[config.mk]
export PLATFORM = sky130hd
export DESIGN_NAME = tas_pos_track
export DESIGN_NICKNAME = d
export VERILOG_FILES = /design/src/rtl/tas_pkg.sv /design/src/rtl/tas_pos_track.sv
export SDC_FILE = /design/constraint.sdc
export NUM_CORES = 1
export LEC_CHECK = 0
export ABC_AREA = 1
export CORE_AREA = 5 5 98 82
export DETAILED_ROUTE_END_ITERATION = 10
export DIE_AREA = 0 0 103 87
export DONT_BUFFER_PORTS = 1
export GPL_ROUTABILITY_DRIVEN = 0
export PLACE_DENSITY = 0.82
export SLEW_MARGIN = 10
export SYNTH_ARGS = -nofsm -noshare
export SYNTH_HDL_FRONTEND = slang
export SYNTH_SLANG_ARGS = --single-unit
[constraint.sdc]
create_clock -name clk -period 6.3 [get_ports clk]
set_input_delay 0 -clock clk [delete_from_list [all_inputs] [get_ports clk]]
set_output_delay 0 -clock clk [all_outputs]
set_load 0.005 [all_outputs]
[src/rtl/tas_pkg.sv]
`timescale 1ns / 1ps
// Shared types and constants for the tensor axis sum block.
// No dependencies; imported by tas_pos_track and tensor_axis_sum_core.
package tas_pkg;

  // Parameter defaults
  localparam int MAX_DIM_SIZE_DEF = 16;
  localparam int SUM_DEPTH_DEF    = 4096;
  localparam int DATA_WIDTH_DEF   = 32;

  // Configuration port
  localparam int CFG_IDX_W  = 3;
  localparam int CFG_DATA_W = 5;

  localparam logic [CFG_IDX_W-1:0] REG_NUM_DIMS  = 3'd0;
  localparam logic [CFG_IDX_W-1:0] REG_SIZE_DIM0 = 3'd1;
  localparam logic [CFG_IDX_W-1:0] REG_SIZE_DIM1 = 3'd2;
  localparam logic [CFG_IDX_W-1:0] REG_SIZE_DIM2 = 3'd3;
  localparam logic [CFG_IDX_W-1:0] REG_SIZE_DIM3 = 3'd4;
  localparam logic [CFG_IDX_W-1:0] REG_AXIS_MODE = 3'd5;

  // Axis mode codes
  localparam logic [2:0] MODE_AXIS_LAST = 3'd3;
  localparam logic [2:0] MODE_AUTO      = 3'd4;

  localparam logic [2:0] NUM_DIMS_MAX   = 3'd4;
  localparam logic [2:0] NUM_DIMS_RST   = 3'd1;
  localparam logic [4:0] SIZE_RST       = 5'd1;

  // Result queue between the accumulate stage and the output port
  localparam int            OUT_Q_DEPTH = 3;
  localparam logic [1:0]    OUT_Q_LAST  = 2'd2;

  typedef enum logic [1:0] {
    KIND_PASS,
    KIND_BAD_AXIS,
    KIND_SUM_ALL,
    KIND_ALONG_AXIS
  } kind_t;

  // Position information for the item being accepted
  typedef struct packed {
    kind_t kind;
    logic  first;    // first element along the axis for its slot
    logic  closing;  // last element along the axis for its slot
    logic  is_last;  // closes the tensor
  } pos_info_t;

endpackage

[src/rtl/tas_pos_track.sv]
`timescale 1ns / 1ps
// Configuration registers, index counters and partial-sum slot counter.
// Depends on tas_pkg.
module tas_pos_track
  import tas_pkg::*;
#(
  parameter int MAX_DIM_SIZE = MAX_DIM_SIZE_DEF,
  parameter int SUM_DEPTH    = SUM_DEPTH_DEF,
  localparam int CW          = $clog2(MAX_DIM_SIZE),
  localparam int SW          = $clog2(SUM_DEPTH)
) (
  input  logic                  clk,
  input  logic                  rst_n,
  input  logic                  cfg_we,
  input  logic [CFG_IDX_W-1:0]  cfg_index,
  input  logic [CFG_DATA_W-1:0] cfg_data,
  input  logic                  adv,
  output pos_info_t             info,
  output logic [SW-1:0]         slot
);

  logic [2:0]    num_dims_r;
  logic [4:0]    size_r [4];
  logic [2:0]    mode_r;
  logic [CW-1:0] cnt_r [4];
  logic [CW-1:0] cnt_nxt [4];
  logic [SW-1:0] slot_r;
  logic [SW-1:0] slot_nxt;

  logic [2:0]    nd;
  logic [CW-1:0] szm1 [4];
  logic [1:0]    axis;
  logic          inner_wrap;
  logic          carry;
  logic          restart;
  logic          found;

  assign restart = cfg_we && (cfg_index <= REG_AXIS_MODE);

  always_comb begin
    nd = (num_dims_r > NUM_DIMS_MAX) ? NUM_DIMS_MAX : num_dims_r;
    for (int i = 0; i < 4; i++) begin
      if (size_r[i] == 5'd0) begin
        szm1[i] = '0;
      end else if (int'(size_r[i]) > MAX_DIM_SIZE) begin
        szm1[i] = CW'(MAX_DIM_SIZE - 1);
      end else begin
        szm1[i] = CW'(size_r[i] - 5'd1);
      end
    end
  end

  // Decode the summing axis and the kind of work for this tensor
  always_comb begin
    info.kind = KIND_PASS;
    axis      = '0;
    found     = 1'b0;
    if (nd == 3'd0) begin
      info.kind = KIND_PASS;
    end else begin
      case (mode_r) inside
        [3'd0:MODE_AXIS_LAST]: begin
          if (mode_r >= nd) begin
            info.kind = KIND_BAD_AXIS;
          end else begin
            info.kind = KIND_ALONG_AXIS;
            axis      = mode_r[1:0];
          end
        end
        MODE_AUTO: begin
          for (int i = 0; i < 4; i++) begin
            if (!found && (3'(i) < nd) && (szm1[i] != '0)) begin
              found = 1'b1;
              axis  = 2'(i);
            end
          end
          info.kind = found ? KIND_ALONG_AXIS : KIND_PASS;
        end
        default: info.kind = KIND_SUM_ALL;
      endcase
    end

    info.is_last = 1'b1;
    inner_wrap   = 1'b1;
    for (int i = 0; i < 4; i++) begin
      if ((3'(i) < nd) && (cnt_r[i] != szm1[i])) begin
        info.is_last = 1'b0;
        if (2'(i) > axis) begin
          inner_wrap = 1'b0;
        end
      end
    end
    info.first   = (cnt_r[axis] == '0);
    info.closing = (cnt_r[axis] == szm1[axis]);
  end

  // Row-major advance: innermost used dimension counts fastest
  always_comb begin
    carry = 1'b1;
    for (int d = 3; d >= 0; d--) begin
      cnt_nxt[d] = cnt_r[d];
      if ((3'(d) < nd) && carry) begin
        if (cnt_r[d] == szm1[d]) begin
          cnt_nxt[d] = '0;
        end else begin
          cnt_nxt[d] = cnt_r[d] + 1'b1;
          carry      = 1'b0;
        end
      end
    end
  end

  // Slot tracks the linear index after the axis, modulo the store depth
  always_comb begin
    if (inner_wrap || (slot_r == SW'(SUM_DEPTH - 1))) begin
      slot_nxt = '0;
    end else begin
      slot_nxt = slot_r + 1'b1;
    end
  end

  assign slot = slot_r;

  always_ff @(posedge clk) begin
    if (!rst_n) begin
      num_dims_r <= NUM_DIMS_RST;
      mode_r     <= MODE_AUTO;
      for (int i = 0; i < 4; i++) begin
        size_r[i] <= SIZE_RST;
      end
    end else if (cfg_we) begin
      case (cfg_index)
        REG_NUM_DIMS:  num_dims_r <= cfg_data[2:0];
        REG_SIZE_DIM0: size_r[0]  <= cfg_data;
        REG_SIZE_DIM1: size_r[1]  <= cfg_data;
        REG_SIZE_DIM2: size_r[2]  <= cfg_data;
        REG_SIZE_DIM3: size_r[3]  <= cfg_data;
        REG_AXIS_MODE: mode_r     <= cfg_data[2:0];
        default: ;
      endcase
    end
  end

  always_ff @(posedge clk) begin
    if (!rst_n || restart) begin
      slot_r <= '0;
      for (int i = 0; i < 4; i++) begin
        cnt_r[i] <= '0;
      end
    end else if (adv) begin
      slot_r <= slot_nxt;
      for (int i = 0; i < 4; i++) begin
        cnt_r[i] <= cnt_nxt[i];
      end
    end
  end

endmodule
==> impl_metrics.tcl, run 1 <==
set metrics [dict create \
    maxCapViolCount 0 \
    cts_sinks 54 \
    first_pass_iters 8 \
    crit_chain "inv_1, ha_1, inv_1, nor2_4, nand2_1, nand2_2, nand3_1, nand2_2, nand2_1, nand2_2, nand3_2, nand2_1, nand2_1, nand2_2, nand2_2, nand2_1, nand3_1, nand2_1, nand2_1, nand2_1, nand2_1, nor2_1" \
    n_antenna_cell 0 \
    fillers 615 \
    status "finished, final reports clean" \
    whs_endpoint "size_r[3][1]$_SDFFCE_PN0P_" \
    num_vias 3682 \
    wirelength_um 9310 \
    p_total_uw 823 \
    yosysWarnings 0 \
    period_needed_ns 3.34 \
    path_common_cell "nand2_1" \
    die_area_mm2 0.00896 \
    drtIter0Drc 438 \
    end_kind "output port" \
    rsz0062_at_grt "false" \
    cts_resized 0 \
    finalMaxSlewViolations 0 \
    cpLargestDelayFamily "simple AND/OR/NAND/NOR gates" \
    cts_root_buffer "clkbuf_8" \
    ys_types 33 \
    placed_cell_area_mm2 0.00406 \
    min_from "rst_n" \
    synthesis.area_mm2 0.00402 \
    die_w_um 103 \
    finalClockSkew_ns 0.00465 \
    hold_depth 1 \
    io_buffers 0 \
    cp.required_ns 6.30 \
    synth_fp_nets 593 \
    syn_inst 566 \
    cp.arrival_ns 3.34 \
    wl_per_cell_um 14.0 \
    hold_path.class "in2reg" \
    rr_endpoint "slot[4]$_SDFFE_PP0P_" \
    path_buf_inv 2 \
    synth.avg_cell_area_um2 7.10 \
    r2r_setup_slack_ns 3.07 \
    initial_core_util 0.568 \
    final_area_mm2 0.00427 \
    critPathLaunchType "register" \
    remaining_drc_errors 0 \
    grt-ovfl-total 0 \
    path_class "reg2out" \
    clkTransAtPathRegs_ns 0.09 \
    ys_ff_latch 54 \
    clock_latency_ns 0.30 \
    period_share 0.530 \
    slew-limit-headroom 0.534 \
    clock_tree.buffer_depth 2 \
    ant_nets 0 \
    vias_per_cell 5.55 \
    synth_top_flop_cell "edfxtp_1" \
    grt_pass1_vias 3500 \
    critPathMaxStageDelay_ns 0.37 \
    chipHeight_um 87 \
    grt_pass1_wl_um 15800 \
    core_mm2 0.00708 \
    postCtsSetupBuffers 0 \
    synth-seq-area-share 0.359 \
    pin_count 29 \
    ys_async_sr_fraction 0 \
    cp_slowest_cell "edfxtp_1" \
    grt_max_degree 24 \
    synth_edf_count 36 \
    cp_num_cells 22 \
    crit_fanout 23 \
    drive_gt1_frac 0.0784 \
    fmax_mhz 300 \
    peakVddDrop_mv 0.110 \
    hpwl_um 7120 \
    final_hold_viol_count 0 \
    htree_levels 2 \
    leakagePower_nw 1.99 \
    grtUsageTotal 0.219 \
    setup_violations 0 \
    cts_tree "built" \
    fin_nets 600 \
    cts_buffers 5 \
    row_count 28 \
    worstReg2RegStart "size_r[0][0]$_SDFFCE_PN1P_" \
    p_per_area_mw_per_mm2 193 \
    worst_pin_slew_ns 0.691 \
    reg2regPathDepth 21 \
    antenna_found_initial 0 \
    fin_setup_tns_ns 0 \
    area_delta_synth_final_pct 6.13 \
]
-- how the worst max path moves through the flow --
stage	start	end
floorplan	size_r[0][0]$_SDFFCE_PN1P_	slot[9]$_SDFFE_PP0P_
global placement	num_dims_r[2]$_SDFFE_PN0P_	slot[10]$_SDFFE_PP0P_
detailed placement	size_r[0][0]$_SDFFCE_PN1P_	slot[4]$_SDFFE_PP0P_
CTS	size_r[0][0]$_SDFFCE_PN1P_	info[1]
global route	size_r[0][0]$_SDFFCE_PN1P_	info[1]
finish	size_r[0][0]$_SDFFCE_PN1P_	info[1]
-- layout make-up --
type / count / area [µm²] / share of cell area
multi-input cells: 412 / 2170 / 0.508
flip-flops and latches: 54 / 1440 / 0.338
inverters: 89 / 334 / 0.0783
well taps: 90 / 113 / 0.0264
repair buffers: 11 / 108 / 0.0252
clock buffers: 7 / 97.6 / 0.0229
clock inverters: 1 / 3.75 / 0.000880
-- kinds of logic after synthesis --
family                     synth area share
buffers and inverters                 0.102
DFF                                   0.359
xor gates and xnor gates             0.0697
adders and majority gates            0.0467
and+or+nand+nor                       0.369
AOI/OAI and AO/OA                    0.0539
-- cells in the mapped netlist, types with 3 or more instances --
cell | instances | area (µm²)
nand2_1 | 163 | 612
inv_1 | 82 | 308
nand3_1 | 61 | 305
nor2_1 | 60 | 225
edfxtp_1 | 36 | 1080
xor2_1 | 23 | 201
dfxtp_1 | 18 | 360
ha_1 | 15 | 188
nand2_2 | 15 | 93.8
o21ai_0 | 12 | 60.1
a21oi_1 | 11 | 55.1
nand4_1 | 10 | 62.6
xnor2_1 | 9 | 78.8
inv_2 | 6 | 22.5
buf_4 | 5 | 37.5
clkbuf_1 | 4 | 15.0
nand3_2 | 4 | 40.0
nand3b_1 | 4 | 30.0
nor2_4 | 4 | 45.0
o211ai_1 | 4 | 30.0
nor2_2 | 3 | 18.8
nor3_1 | 3 | 15.0
-- routing by layer --
layer	vias to the layer above	GRT usage	wire [µm]
met5	-	0	0
met3	24	0.0352	725
met1	1686	0.297	4070
met2	165	0.360	4290
met4	0	0.0694	225
li1	1807	-	-
-- what timing repair did --
item | 4_1_cts | 5_1_grt
hold endpoints to repair | 24 | 0
hold buffers | 10 | 0
setup endpoints to repair | 0 | 0
-- power breakdown --
group	switching, mW	leakage (nW)	internal (mW)
logic	0.126	1.43	0.0649
clock network	0.110	0.0510	0.102
registers	0.0209	0.516	0.399
total	0.257	1.99	0.566
-- sequential cells by signal (all words and copies together), names as in the netlist --
name and flops:
size_r 20, num_dims_r 3, cnt_r 16, slot 12
mode_r 3
-- cell usage in the layout (no fill, tap or decap), types with 2 or more instances in the layout --
master           n
dlygate4sd3_1   10
nor3_1           3
a21oi_1         11
nand3_2          4
xor2_1          23
nand3_1         61
nor2_1          60
inv_1           82
o21ai_0         12
clkinv_1         2
edfxtp_1        36
nand2_1        163
a21oi_2          2
ha_1            15
dfxtp_1         18
nand2_2         15
nor2_2           3
o31ai_1          2
inv_2            6
nor2_4           4
xnor2_1          9
nand3b_1         4
nand4_1         10
o211ai_1         4
clkbuf_8         5
-- stage by stage --
step / setup WS, ns / cells / hold WS [ns] / util
after global routing: 2.55 / 664 / 0.0139 / 0.603
final: 2.96 / 664 / 0.0141 / 0.603
after detailed placement: 3.14 / 646 / 0.108 / 0.574
after global placement: 3.31 / 646 / 0.104 / 0.574
after floorplan: 4.03 / 566 / 0.192 / -
after CTS: 2.98 / 664 / 0.00659 / 0.603
Power figures use the tool's default switching activity.
==> inputs of run 2 (changes only) <==
- ABC_AREA: 1 -> 0
- CORE_AREA: 5 5 98 82 -> 5 5 97 81
- DIE_AREA: 0 0 103 87 -> 0 0 102 86
- PLACE_DENSITY: 0.82 -> 0.83
- clock period: 6.3 -> 2.8 ns (I/O delays scaled with it)
==> run 2 against run 1 <==
The run now ends with setup timing left. Clock power rose to 2.6 times the previous value. Area after synthesis down 4.9%. Final area rose by 22%. Sequential power grew 130%. Combinational power grew to 3.0 times the previous value. Critical path depth is 8 lower.
==> impl_metrics.tcl, run 2 <==
set metrics [dict create \
    status "finished, violations left" \
    violations "setup timing" \
    synth-seq-area-share 0.377 \
    rsz0062_at_grt "true" \
    wl_per_cell_um 21.2 \
    critPathLaunchType "register" \
    synth.avg_cell_area_um2 9.21 \
    core_mm2 0.00672 \
    period_needed_ns 3.58 \
    cts_root_buffer "clkbuf_8" \
    chipHeight_um 86 \
    cp.required_ns 2.80 \
    crit_fanout 6 \
    final_common_cell "buf_4" \
    peakVddDrop_mv 0.341 \
    finalClockSkew_ns 0.0130 \
    grtUsageTotal 0.258 \
    remaining_drc_errors 0 \
    htree_levels 2 \
    wirelength_um 12700 \
    worst_pin_slew_ns 0.863 \
    setup_violations 23 \
    yosys.area.top_type "edfxtp_1" \
    p_switching_uw 634 \
    drive_gt1_frac 0.351 \
    ys_top_cells_by_area "edfxtp_1, dfxtp_1, xor2_1" \
    internal_power_mw 1.43 \
    p_clk_frac 0.262 \
    fmax_mhz 280 \
    die_w_um 102 \
    finalMaxSlewViolations 0 \
    cts_sinks 54 \
    leakagePower_nw 2.05 \
    slew-limit-headroom 0.419 \
    clock_tree.buffer_depth 2 \
    finalWorstSetupSlack_ns -0.777 \
    io_buffers 0 \
    clock_latency_ns 0.32 \
    row_count 27 \
    synth_top_flop_cell "edfxtp_1" \
    holdWs_ns 0.0152 \
    synth_top_cell_area_share 0.283 \
    largest_reg_flops 20 \
    first_pass_iters 5 \
    num_vias 3890 \
    drtIter0Drc 476 \
    grt-ovfl-total 0 \
    final_cell_mix "buf_4, nor2_1, edfxtp_1" \
    fin_nets 539 \
    p_comb_frac 0.278 \
    p_total_mw 2.07 \
    grt_pass1_wl_um 18000 \
    initial_core_util 0.569 \
    period_share 1.28 \
    die_area_mm2 0.00877 \
    synth.most_common_cell "nor2_1" \
    cp.arrival_ns 3.58 \
    cts_buffers 5 \
    path_class "reg2out" \
    antenna_found_initial 0 \
    ys_ff_latch 54 \
    place_ws_ns -0.451 \
    clkTransAtPathRegs_ns 0.10 \
    top_register "size_r" \
    cts_tree "built" \
    ys_async_sr_fraction 0 \
    final_hold_viol_count 0 \
    end_kind "output port" \
    synth_common_cells "nor2_1, edfxtp_1, nand2_1, xor2_1, inv_1" \
    ant_nets 0 \
    hold_path.class "in2reg" \
    sequentialPowerShare 0.461 \
    area_delta_synth_final_pct 36.0 \
    synth_fp_nets 442 \
    yosysWarnings 0 \
    hpwl_um 7610 \
    synth_edf_count 36 \
    maxCapViolCount 0 \
    pin_count 29 \
    n_antenna_cell 0 \
    grt_pass1_vias 3799 \
    fillers 383 \
    vias_per_cell 6.48 \
    switching_share 0.307 \
    grt_max_degree 18 \
    p_per_area_mw_per_mm2 397 \
    ys_types 67 \
    synthesis.area_mm2 0.00382 \
    syn_inst 415 \
]
==> run 2: worst paths after layout <==
path	startpoint	to	slack, ns	cells past startpoint
min reg2reg	slot[1]$_SDFFE_PP0P_	slot[1]$_SDFFE_PP0P_	0.55	2
min	cfg_index[0]	num_dims_r[1]$_SDFFE_PN0P_	0.02	3
max	num_dims_r[0]$_SDFFE_PN1P_	info[1]	-0.78	14
max reg2reg	num_dims_r[0]$_SDFFE_PN1P_	slot[10]$_SDFFE_PP0P_	-0.40	15
==> run 2: kinds of logic after synthesis <==
logic type | count (synthesis) | synth area share
XOR/XNOR | 37 | 0.0848
AND/OR/NAND/NOR | 172 | 0.240
multiplexers | 14 | 0.0376
AO/OA/AOI/OAI | 86 | 0.160
flip-flops | 54 | 0.377
adder cells (fa/ha/maj) | 19 | 0.0596
buffers and inverters | 33 | 0.0409
==> run 2: metal layers <==
metal	up-vias	wire, µm	track usage
li1	1703	-	-
met1	1816	4630	0.315
met2	295	6200	0.434
met3	76	1300	0.0553
met5	-	0	0
met4	0	602	0.117
==> run 2: repair_timing <==
| item | in CTS | in global routing |
|---|---|---|
| setup buffers | 10 | 6 |
| hold endpoints to repair | 32 | 0 |
| pin swaps | 10 | 21 |
| gates cloned | 1 | 0 |
| resized for setup | 39 | 52 |
| hold buffers | 8 | 0 |
| setup endpoints to repair | 23 | 31 |
==> run 2: area by class of cell <==
type / count / area, µm² / area share
Clock buffer: 5 / 68.8 / 0.0132
Multi-Input combinational cell: 328 / 2630 / 0.505
Clock inverter: 3 / 42.5 / 0.00818
Timing Repair Buffer: 103 / 832 / 0.160
Tap cell: 87 / 109 / 0.0209
Sequential cell: 54 / 1440 / 0.278
Inverter: 20 / 77.6 / 0.0149
==> run 2: power by group through the flow <==
stage                     clock network [mW]  logic, mW  registers (mW)
after global routing                   0.576      0.605           0.956
after CTS                              0.534      0.489           0.943
final                                  0.541      0.573           0.951
after floorplan                            0      0.264           0.951
after detailed placement                   0      0.427           0.959
after global placement                     0      0.410           0.957
==> run 2: per-stage QoR <==
step           cell area (µm²)  setup TNS [ns]  std cells   util
6_report                  5200           -7.35        600  0.773
5_1_grt                   5200           -9.64        600  0.773
4_1_cts                   4910           -5.65        594  0.730
3_5_place_dp              4490           -5.09        567  0.667
3_3_place_gp              4490           -3.38        567  0.667
2_1_floorplan             3870         -0.0762        415      -
==> run 2: critical path, stage by stage (launching register included) <==
cell and delay [ns]:
dfxtp_2 0.34, nor2b_2 0.15, ha_1 0.26, nand2b_1 0.15
a21o_1 0.21, a211oi_4 0.35, nand2_2 0.12, a311o_2 0.50
buf_4 0.17, mux2_2 0.26, nand2_1 0.09, o21ai_2 0.08
xnor2_1 0.14, nor4_2 0.29, buf_4 0.16
==> inputs of run 3 (changes only) <==
- CORE_AREA: 5 5 97 81 -> 5 5 96 80
- DIE_AREA: 0 0 102 86 -> 0 0 101 85
- PLACE_DENSITY: 0.83 -> 0.82
- clock period: 2.8 -> 3.3 ns (I/O delays scaled with it)
==> run 3 against run 2 <==
The flow finishes with violations (hold timing, setup timing). Setup slack gained 0.43 ns. Sequential power shrank 14%. Register-to-register slack gained 0.38 ns. Clock skew grew 0.0045 ns. Non-clock buffer count shrank 40. Sequential cell count is the same. Clock-buffer cell count is the same. Combinational power shrank 25%. Hold slack lost 0.021 ns. Sequential share of layout area grew 2.0 points. Die area shrank 2.1%. Largest cell class unchanged. Largest power group unchanged. Highest routed layer unchanged.
==> impl_metrics.tcl, run 3 (synthesis gave the netlist of run 2 again) <==
set metrics [dict create \
    status "finished, violations left" \
    violations "hold timing, setup timing" \
    chipHeight_um 85 \
    final_cell_mix "buf_4, nor2_1, edfxtp_1" \
    htree_levels 2 \
    p_clk_frac 0.277 \
    p_per_area_mw_per_mm2 356 \
    grt_max_degree 19 \
    path_class "reg2out" \
    clock_latency_ns 0.33 \
    p_switching_uw 548 \
    cts_buffers 5 \
    ant_nets 0 \
    grt_pass1_vias 3466 \
    grt_pass1_wl_um 17300 \
    r2r_setup_slack_ns -0.02 \
    cp.required_ns 3.30 \
    row_count 27 \
    cts_sinks 54 \
    critPathLaunchType "register" \
    area_delta_synth_final_pct 26.9 \
    die_w_um 101 \
    initial_core_util 0.575 \
    wl_per_cell_um 22.2 \
    clkTransAtPathRegs_ns 0.12 \
    core_mm2 0.00666 \
    vias_per_cell 6.65 \
    largest_reg_flops 20 \
    period_needed_ns 3.65 \
    cts_root_buffer "clkbuf_8" \
    min_from "cfg_index[2]" \
    rr_endpoint "slot[0]$_SDFFE_PP0P_" \
    grtUsageTotal 0.251 \
    fmax_mhz 274 \
    grt-ovfl-total 0 \
    clock_tree.buffer_depth 2 \
    top_register "size_r" \
    period_share 1.11 \
    place_ws_ns -0.138 \
    cts_tree "built" \
    final_common_cell "buf_4" \
    pin_count 29 \
    switching_share 0.317 \
    finalWorstSetupSlack_ns -0.350 \
    finalMaxSlewViolations 0 \
    finalClockSkew_ns 0.0176 \
    hold_depth 2 \
    leakagePower_nw 1.84 \
    hold_path.class "in2reg" \
    first_pass_iters 6 \
    wirelength_um 12400 \
    cp.arrival_ns 3.65 \
    reg2regPathDepth 14 \
    whs_endpoint "size_r[0][0]$_SDFFCE_PN1P_" \
    io_buffers 0 \
    end_kind "output port" \
    worstReg2RegStart "size_r[2][0]$_SDFFCE_PN1P_" \
    maxCapViolCount 0 \
    rsz0062_at_grt "true" \
    holdWs_ns -0.00563 \
    hpwl_um 7200 \
    num_vias 3730 \
    fin_setup_tns_ns -0.711 \
    drive_gt1_frac 0.270 \
    peakVddDrop_mv 0.272 \
    internal_power_mw 1.18 \
    fin_util 0.729 \
    drtIter0Drc 555 \
    n_antenna_cell 0 \
    remaining_drc_errors 0 \
    antenna_found_initial 0 \
    sequentialPowerShare 0.473 \
    setup_violations 17 \
    die_area_mm2 0.00859 \
    worst_pin_slew_ns 1.01 \
    crit_fanout 6 \
    fin_nets 500 \
    final_hold_viol_count 1 \
    p_comb_frac 0.250 \
    slew-limit-headroom 0.322 \
]
## run 3: cell count changes in the layout (fill, tap and decap cells not counted), moves of 3 or more
cell / before / now
buf_4: 87 / 48
nand2_1: 25 / 29
mux2i_1: 11 / 8
inv_2: 3 / 6
o21ai_2: 9 / 6
nand2_2: 3 / 0
o21ai_0: 10 / 15
## run 3: layer usage
layer	GRT usage	wire length (µm)	vias to the layer above
met1	0.323	4670	1754
li1	-	-	1632
met3	0.0608	1120	72
met5	0	0	-
met4	0.104	657	0
met2	0.403	5980	272
## run 3: worst max-delay path, cell delays in order, from the launching register on
cell	delay, ns
edfxtp_1	0.44
inv_2	0.11
ha_2	0.19
buf_4	0.12
nor2b_1	0.22
mux2i_1	0.17
o32ai_2	0.27
nand4bb_4	0.19
a311o_2	0.49
inv_1	0.21
o21ai_0	0.15
a21oi_1	0.24
xnor2_1	0.11
nor4_2	0.25
buf_4	0.16
## run 3: worst max path at each step
stage	depth (start not counted)	from	endpoint
2_1_floorplan	13	num_dims_r[2]$_SDFFE_PN0P_	info[1]
3_3_place_gp	13	size_r[2][0]$_SDFFCE_PN1P_	info[1]
3_5_place_dp	13	size_r[2][0]$_SDFFCE_PN1P_	info[1]
4_1_cts	14	size_r[3][0]$_SDFFCE_PN1P_	info[1]
5_1_grt	14	size_r[2][1]$_SDFFCE_PN0P_	info[1]
6_report	14	size_r[2][0]$_SDFFCE_PN1P_	info[1]
## run 3: power groups by stage
stage          clock network, mW  logic (mW)  registers [mW]
3_3_place_gp                   0       0.277           0.820
6_report                   0.479       0.432           0.817
2_1_floorplan                  0       0.217           0.807
5_1_grt                    0.499       0.457           0.821
3_5_place_dp                   0       0.291           0.823
4_1_cts                    0.465       0.349           0.809
## run 3: cell type report
cell class / instances / area [µm²]
multi-input combinational: 329 / 2590
fill: 416 / 1800
sequential: 54 / 1440
timing repair buffer: 63 / 518
tap: 87 / 109
inverter: 20 / 75.1
clock buffer: 5 / 68.8
clock inverter: 3 / 47.5
## run 3: timing repair
item	in CTS	in global routing
setup endpoints to repair	2	21
hold buffers	9	0
buffers inserted	12	17
pin swaps	17	22
gates cloned	1	0
endpoints found under the hold margin	32	0
gates resized for setup	41	39
## run 3: metrics by stage
step | cell area (µm²) | instances | total power, mW
6_report | 4850 | 561 | 1.73
5_1_grt | 4850 | 561 | 1.78
4_1_cts | 4540 | 546 | 1.62
3_5_place_dp | 4050 | 516 | 1.11
3_3_place_gp | 4050 | 516 | 1.10
2_1_floorplan | 3820 | 415 | 1.02
